<file path="src/rtl/tke_pkg.sv">
package tke_pkg;

    localparam int ENTRIES      = 16;
    localparam int IDX_BITS     = $clog2(ENTRIES);
    localparam int CNT_BITS     = $clog2(ENTRIES + 1);
    localparam int PAYLOAD_BITS = 64;
    localparam int TIME_BITS    = 32;
    localparam int KEY_BITS     = 256;

    typedef enum logic [2:0] {
        CMD_LOOKUP = 3'd0,
        CMD_STORE  = 3'd1,
        CMD_REMOVE = 3'd2,
        CMD_EXPIRE = 3'd3,
        CMD_TICK   = 3'd4
    } t_cmd;

    typedef enum logic [1:0] {
        ST_OK       = 2'd0,
        ST_NOT_FOUND = 2'd1,
        ST_FULL     = 2'd2
    } t_status;

    typedef enum logic [2:0] {
        S_IDLE,
        S_READ,
        S_SCAN,
        S_SWEEP,
        S_DONE
    } t_state;

    // controller to datapath
    typedef struct packed {
        logic load;       // capture the incoming word, clear scan state
        logic rd;         // read the slot at the scan index
        logic step;       // evaluate the slot read last cycle
        logic sweep_mode; // step acts as a sweep
        logic finish;     // resolve the command and load the result
        logic tick;
        logic idx_clr;
    } t_ctl;

    // datapath to controller
    typedef struct packed {
        logic last;       // slot just evaluated is the last one
        logic stop;       // scan can end early
        logic need_sweep; // no free slot found so far
    } t_sts;

endpackage

</file>
<file path="src/rtl/tke_ctrl.sv">
module tke_ctrl
    import tke_pkg::*;
(
    input  logic i_clk,
    input  logic i_rst_n,
    input  logic i_start,
    input  t_cmd i_cmd,
    input  t_sts i_sts,
    input  logic i_out_free,
    output logic o_busy,
    output t_ctl o_ctl
);

    t_state r_state, n_state;
    logic   r_swept, n_swept;

    // state register
    always_ff @(posedge i_clk) begin
        if (!i_rst_n) begin
            r_state <= S_IDLE;
            r_swept <= 1'b0;
        end else begin
            r_state <= n_state;
            r_swept <= n_swept;
        end
    end

    // next state and commands
    always_comb begin
        n_state = r_state;
        n_swept = r_swept;
        o_ctl   = '0;
        case (r_state)
            S_IDLE: begin
                if (i_start) begin
                    o_ctl.load    = 1'b1;
                    o_ctl.idx_clr = 1'b1;
                    n_swept       = 1'b0;
                    n_state       = S_READ;
                end
            end
            S_READ: begin
                if (i_cmd == CMD_LOOKUP || i_cmd == CMD_STORE || i_cmd == CMD_REMOVE ||
                    i_cmd == CMD_EXPIRE) begin
                    o_ctl.rd = 1'b1;
                    n_state  = (i_cmd == CMD_EXPIRE) ? S_SWEEP : S_SCAN;
                end else begin
                    n_state = S_DONE;
                end
            end
            S_SCAN: begin
                o_ctl.step = 1'b1;
                o_ctl.rd   = 1'b1;
                if (i_sts.stop || i_sts.last) begin
                    o_ctl.rd = 1'b0;
                    if (i_sts.last && !i_sts.stop && i_sts.need_sweep && !r_swept) begin
                        o_ctl.idx_clr = 1'b1;
                        n_swept       = 1'b1;
                        n_state       = S_READ;
                    end else begin
                        n_state = S_DONE;
                    end
                end
            end
            S_SWEEP: begin
                o_ctl.step       = 1'b1;
                o_ctl.sweep_mode = 1'b1;
                o_ctl.rd         = 1'b1;
                // a store takes the first slot the sweep frees, so no rescan
                if (i_sts.last) begin
                    o_ctl.rd = 1'b0;
                    n_state  = S_DONE;
                end
            end
            S_DONE: begin
                if (i_out_free) begin
                    o_ctl.finish = 1'b1;
                    o_ctl.tick   = (i_cmd == CMD_TICK);
                    n_state      = S_IDLE;
                end
            end
            default: n_state = S_IDLE;
        endcase
        // a store with no free slot sweeps once its first pass ends
        if (r_state == S_READ && i_cmd == CMD_STORE && r_swept && n_state == S_SCAN &&
            !o_ctl.sweep_mode && i_sts.need_sweep) begin
            n_state = S_SWEEP;
        end
    end

    assign o_busy = (r_state != S_IDLE);

    a_start_idle: assert property (@(posedge i_clk) disable iff (!i_rst_n)
        o_ctl.load |-> r_state == S_IDLE)
        else $error("load outside idle");
    a_finish_done: assert property (@(posedge i_clk) disable iff (!i_rst_n)
        o_ctl.finish |=> r_state == S_IDLE)
        else $error("finish did not return to idle");
    a_rd_step: assert property (@(posedge i_clk) disable iff (!i_rst_n)
        o_ctl.rd |=> (r_state == S_SCAN || r_state == S_SWEEP))
        else $error("read not followed by evaluate");

endmodule

</file>
<file path="config.mk">
export PLATFORM = sky130hd
export DESIGN_NAME = tke_ctrl
export DESIGN_NICKNAME = d
export VERILOG_FILES = /design/src/rtl/tke_pkg.sv /design/src/rtl/tke_ctrl.sv
export SDC_FILE = /design/constraint.sdc
export NUM_CORES = 1
export LEC_CHECK = 0
export BUFFER_PORTS_ARGS = -buffer_cell sky130_fd_sc_hd__buf_2
export CORE_AREA = 2 2 39 41
export CTS_CLUSTER_SIZE = 14
export DETAILED_ROUTE_END_ITERATION = 10
export DIE_AREA = 0 0 41 43
export REMOVE_ABC_BUFFERS = 1
export SLEW_MARGIN = 20
export SYNTH_ARGS = -nofsm -noshare
export SYNTH_HDL_FRONTEND = slang
export SYNTH_SLANG_ARGS = --single-unit
export TNS_END_PERCENT = 20
</file>
<file path="constraint.sdc">
create_clock -name i_clk -period 2.24 [get_ports i_clk]
set_input_delay 0.448 -clock i_clk [delete_from_list [all_inputs] [get_ports i_clk]]
set_output_delay 0.448 -clock i_clk [all_outputs]
set_load 0.1 [all_outputs]
</file>
Yosys cells after proc, flatten, opt, wreduce, memory -nomap -nowiden --
Cells that the tools add are included.
Word-level totals: bits in registers 4, input bits 10, output and inout port bits 8, logic and storage cells 64
Operators by class: equality and inequality tests 12, multiplexer cells 26, bitwise logic cells 1, reduce and logical (&&, ||, !) cells 22
Operator list (number):
- $mux 3 | 6
- $eq 3x2->1 const B | 5
- $pmux 3 s5 | 1
- $mux 1 | 13
- $logic_and 1x1->1 | 8
- $eq 3x1->1 const B | 2
- $eq 3x3->1 const B | 2
- $logic_not 3->1 | 2
- $mux 2 | 3
- $ne 2x2->1 const B | 3
- $logic_or 1x1->1 | 4
- $pmux 1 s2 | 2
- $reduce_and 4->1 | 1
- $reduce_or 2->1 | 2
- $logic_not 1->1 | 3
- $pmux 1 s3 | 1
- $reduce_bool 3->1 | 1
- $reduce_bool 2->1 | 1
- $not 1->1 | 1

Depth between registers and ports, before layout --
Gate-level depths: netlist of run 1.
depth in word-level cells 12, depth in mapped cells 5, mapped depth without buffers 4

Worst setup path before layout of run 1 --
OpenSTA, ideal clock, no wires.
kind register to output, start point reg r_state[0], end point out o_ctl[1] in the netlist's numbering, arrival time 3.616 ns, required time 1.792 ns, path slack -1.824 ns, stages on the path, launching flop included 4, path buffers 1, cells stage by stage dfxtp_1 -> clkbuf_1 -> nor3_1 -> and3_1
RTL lines:
- start: declaration | line tke_ctrl.sv:14 | t_state r_state, n_state;
- start signal: assignment | line tke_ctrl.sv:23 | r_state <= n_state;
- end: declaration | line tke_ctrl.sv:11 | output t_ctl o_ctl

==> flow_summary.toml, run 1 <==
[synth]
yosysWarnings = 0
synth_top_family_by_area = "simple AND/OR/NAND/NOR gates"
synth_area_sq_um = 284
yosysSeqAreaShare_pct = 28.2
synth-compound-area-share_pct = 20.3
synth_edf_count = 0
synth_mux_area_share_pct = 3.52
synth-adder-area-share_pct = 0
netlist_instances = 38
ys_ff_latch = 4
synthSimpleGateAreaFrac_pct = 40.1
syn_area_per_cell_sq_um = 7.47
synthXorXnorAreaFrac_pct = 0
synth_cell_types = 22
synthArstFlopShare_pct = 0
synth-main-ff-cell = "dfxtp_1"

[floorplan]
core_area_sq_um = 1380
chipWidth_um = 41
initial_utilization_pct = 20.5
io_pins = 18
rows = 14
fp.dieH_um = 43
die_area_sq_um = 1760

[grt]
grt_max_degree = 10
antenna_found_initial = 0
grt_overflow = 0
grt.total_usage_pct = 9.93
grt_pass1_wl_um = 1110
grt_pass1_vias = 284

[clocking]
clockBufferDepth = 2
ctsHtreeMaxLevel = 1
root_buffer = "clkbuf_4"
clock_sinks = 4
cts_made_buffers = 3
cts-resized-gates = 0
ctsHoldBuffers = 0
cts_setup_buffers = 0
path_clk_slew_ps = 40
cts_tree = "done"
clk_latency_ps = 230

[worst_setup_path]
start_kind = "register"
worstSetupStartpoint = "r_swept"
regToRegSetupSlack_ps = 900
setup.worst_path.end = "o_ctl[0]"
critPathArrivalTime_ps = 1630
critPathCaptureType = "output pin"
reg2regPathDepth = 3
path_class = "register to output pin"
reg2reg_from = "r_state[1]"
r2r-end = "r_state[0]"
path_max_fanout = 3
cp.required_ps = 1790

[run_status]
status = "complete, no violations"

[power]
ir_drop_v = 0.000256
cellLeakagePower_nw = 0.209
finalPower_mw = 0.347
powerDensity_nw_per_um2 = 814

[routing]
firstDrtPassIters = 2
viasPerCell = 4.58
vias = 330
drc = 0
ant_nets = 0
drt_iter0_markers = 2
routed_wl_um = 682
wl_per_cell_um = 9.47

[placed_design]
gp_congestion = 0.698
dpl.cell_count = 69
portBuffers = 17

[final_layout]
fin_cells = 72
syn_to_final_growth_pct = 50.2
num_antenna_cells = 0
fin_util_pct = 30.8
drive_gt1_share_pct = 35.7
layout_common_cells = "15 x buf_2, 6 x nor2_1, 4 x a21oi_1, 4 x dfxtp_1"
final_common_cell = "buf_2"
nNetsFinal = 68

[timing]
setup_viol = 0
period_share_pct = 92.8
relSlewSlack_pct = 67.9
finalSetupTns_ps = 0
drv_slew = 0
tightestPinTransition_ps = 485
rsz0062_at_grt = "no"
fin_worst_skew_ps = 2.88
whs_ps = 481
fmax_mhz = 481
finalCriticalPeriod_ps = 2080
finalHoldViolCount = 0

[hold_path]
min_from = "i_rst_n"
hold_depth = 2
hold_path.class = "input pin to register"

[run]
drv_cap = 0
-- metal layers --
| layer | share of wire (%) | vias to the layer above | global-route usage [%] |
|---|---|---|---|
| met3 | 8.1 | 2 | 6.28 |
| met4 | 1.6 | 0 | 8.00 |
| met2 | 48 | 11 | 12.5 |
| met5 | 0 | - | 0 |
| met1 | 42 | 144 | 11.2 |
| li1 | - | 173 | - |
-- where the power goes --
part	switching, mW	internal [mW]	total [mW]
clock	0.0282	0.0598	0.0880
combinational	0.128	0.0438	0.171
sequential	0.0105	0.0772	0.0876
-- registers in the layout, summed over array words and instances, names as in the netlist --
| register | count |
|---|---|
| r_swept | 1 |
| r_state | 3 |
-- area by class of cell --
type                    count  area, sq um
well taps                  16         20.0
inverters                   2         7.51
fillers                   154          957
flip-flops and latches      4         80.1
multi-input cells          30          181
repair buffers             17          115
clock buffers               3         22.5
-- cell families (layout without fill, tap and decap cells) --
kind of cell           Yosys count  after routing
multiplexers                     1              1
buffers and inverters            4             22
flip-flops                       4              4
AND/OR/NAND/NOR                 20             20
AO/OA/AOI/OAI                    9              9
-- Yosys cell counts, types with 2 or more instances --
cell type | n | area [sq um]
inv_1 | 2 | 7.51
nor3_1 | 2 | 10.0
dfxtp_1 | 4 | 80.1
a21oi_1 | 4 | 20.0
nor3b_1 | 3 | 22.5
nand2b_1 | 2 | 12.5
nor2_1 | 6 | 22.5
-- metrics by stage --
step / worst slack [ps] / area [sq um]
after floorplan: -1810 / 269
after global placement: 289 / 404
after detailed placement: 274 / 404
after CTS: 146 / 427
after global routing: 2.98 / 427
final: 161 / 427
-- worst min path at each step --
stage                       to  slack (ps)
floorplan              r_swept         520
global placement       r_swept         570
detailed placement     r_swept         560
CTS                 r_state[2]         480
global route        r_state[2]         470
finish              r_state[2]         480
-- critical path: stages (launching register included) --
cell,delay [ps]
dfxtp_1,310
nand2b_1,160
nor3b_1,260
mux2i_1,150
nor3_1,300
buf_12,220
(Power assumes the default switching activity.)
==> inputs of run 2 (changes only) <==
==> constraint.sdc (replaced) <==
create_clock -name i_clk -period 2.14 [get_ports i_clk]
set_input_delay 0.428 -clock i_clk [delete_from_list [all_inputs] [get_ports i_clk]]
set_output_delay 0.428 -clock i_clk [all_outputs]
set_load 0.1 [all_outputs]
==> run 2 against run 1 <==
  * Routed wire length grew 2.2%
  * Sequential share of layout area grew 0.24 points
  * Clock skew grew 3.2 ps
  * Clock-buffer cell count is the same
  * Critical endpoint unchanged
  * Clock power grew 4.4%
  * Global-route usage shrank 0.89 points
  * Largest power group unchanged
  * Core utilization grew 0.090 points
  * Via count is the same
==> flow_summary.toml, run 2 (synthesized netlist as in run 1, its figures left out) <==
[placed_design]
portBuffers = 17
gp_congestion = 0.703

[power]
finalPower_mw = 0.364
powerDensity_nw_per_um2 = 850
cellLeakagePower_nw = 0.209
ir_drop_v = 0.000282

[timing]
finalHoldViolCount = 0
setup_viol = 0
period_share_pct = 96.2
fin_worst_skew_ps = 6.04
tightestPinTransition_ps = 485
finalCriticalPeriod_ps = 2060
fmax_mhz = 486
whs_ps = 459
relSlewSlack_pct = 67.9
drv_slew = 0
rsz0062_at_grt = "no"

[clocking]
root_buffer = "clkbuf_4"
cts_tree = "done"
clockBufferDepth = 2
path_clk_slew_ps = 40
clock_sinks = 4
cts_setup_buffers = 0
clk_latency_ps = 230
ctsHtreeMaxLevel = 1
cts_made_buffers = 3

[routing]
drc = 0
ant_nets = 0
vias = 330
routed_wl_um = 697
viasPerCell = 4.58
firstDrtPassIters = 4
drt_iter0_markers = 4
wl_per_cell_um = 9.68

[hold_path]
hold_path.class = "input pin to register"

[run_status]
status = "complete, no violations"

[floorplan]
die_area_sq_um = 1760
fp.dieH_um = 43
core_area_sq_um = 1380
initial_utilization_pct = 20.5
rows = 14
io_pins = 18
chipWidth_um = 41

[worst_setup_path]
path_max_fanout = 3
worstSetupStartpoint = "r_swept"
start_kind = "register"
path_class = "register to output pin"
regToRegSetupSlack_ps = 830
setup.worst_path.end = "o_ctl[0]"
reg2reg_from = "r_swept"
cp.required_ps = 1710
cp_slowest_cell = "dfxtp_1"
cpPeakStageDelay_ps = 310
critPathCaptureType = "output pin"
crit_chain = "nand2b_1, nor3b_1, mux2i_1, nor3_1, buf_12"
critPathArrivalTime_ps = 1630
r2r-end = "r_state[0]"
reg2regPathDepth = 4

[final_layout]
regMostFlops = "r_state"
num_antenna_cells = 0
nNetsFinal = 68
top_regs = "r_state: 3 flops, r_swept: 1 flops"
final_common_cell = "buf_2"
drive_gt1_share_pct = 37.5
syn_to_final_growth_pct = 50.7
largest_register_ffs = 3
layout_common_cells = "15 x buf_2, 6 x nor2_1, 4 x a21oi_1"
fin_util_pct = 30.9

[grt]
grt_pass1_wl_um = 1040
antenna_found_initial = 0
grt_overflow = 0
grt_pass1_vias = 279
grt.total_usage_pct = 9.04
grt_max_degree = 10

[run]
drv_cap = 0
## run 2: through the flow
step                      cells  cell area (sq um)  setup TNS, ps  worst slack (ps)
after floorplan              36                269          -7070             -1870
after global placement       69                404              0               239
after detailed placement     69                404              0               201
after CTS                    72                427              0              68.1
after global routing         72                428              0              24.3
final                        72                428              0              81.6
## run 2: timing repair
action / in CTS / in global routing
gates resized for setup: 0 / 1
hold buffers: 0 / 0
endpoints found under the setup margin: 0 / 1
## run 2: layout make-up
class / instances / area [sq um]
fillers: 157 / 956
clock buffers: 3 / 22.5
flip-flops and latches: 4 / 81.3
repair buffers: 17 / 115
inverters: 2 / 7.51
well taps: 16 / 20.0
multi-input cells: 30 / 181
## run 2: layer usage
metal / vias to the layer above / routed length (um) / track usage, %
met5: - / 0 / 0
met4: 0 / 0 / 6.00
met3: 0 / 57 / 4.71
met2: 13 / 332 / 11.9
met1: 145 / 307 / 10.9
li1: 172 / - / -
## run 2: worst min-delay path by stage
stage / from / cells past startpoint / to
after global placement: r_swept / 2 / r_swept
after CTS: i_rst_n / 2 / r_state[2]
after global routing: i_rst_n / 2 / r_state[2]
after floorplan: r_swept / 2 / r_swept
final: i_rst_n / 2 / r_state[2]
after detailed placement: r_swept / 2 / r_swept
## run 2: power by group
| group | internal (mW) | switching [mW] |
|---|---|---|
| combinational | 0.0458 | 0.134 |
| sequential | 0.0810 | 0.0110 |
| clock | 0.0626 | 0.0293 |
## run 2: critical path: cells and delay by family, from the launching register on
kind	cells	cell delay, ps
buffers and inverters	1	220
flip-flops	1	310
multiplexers	1	150
AND/OR/NAND/NOR	3	720
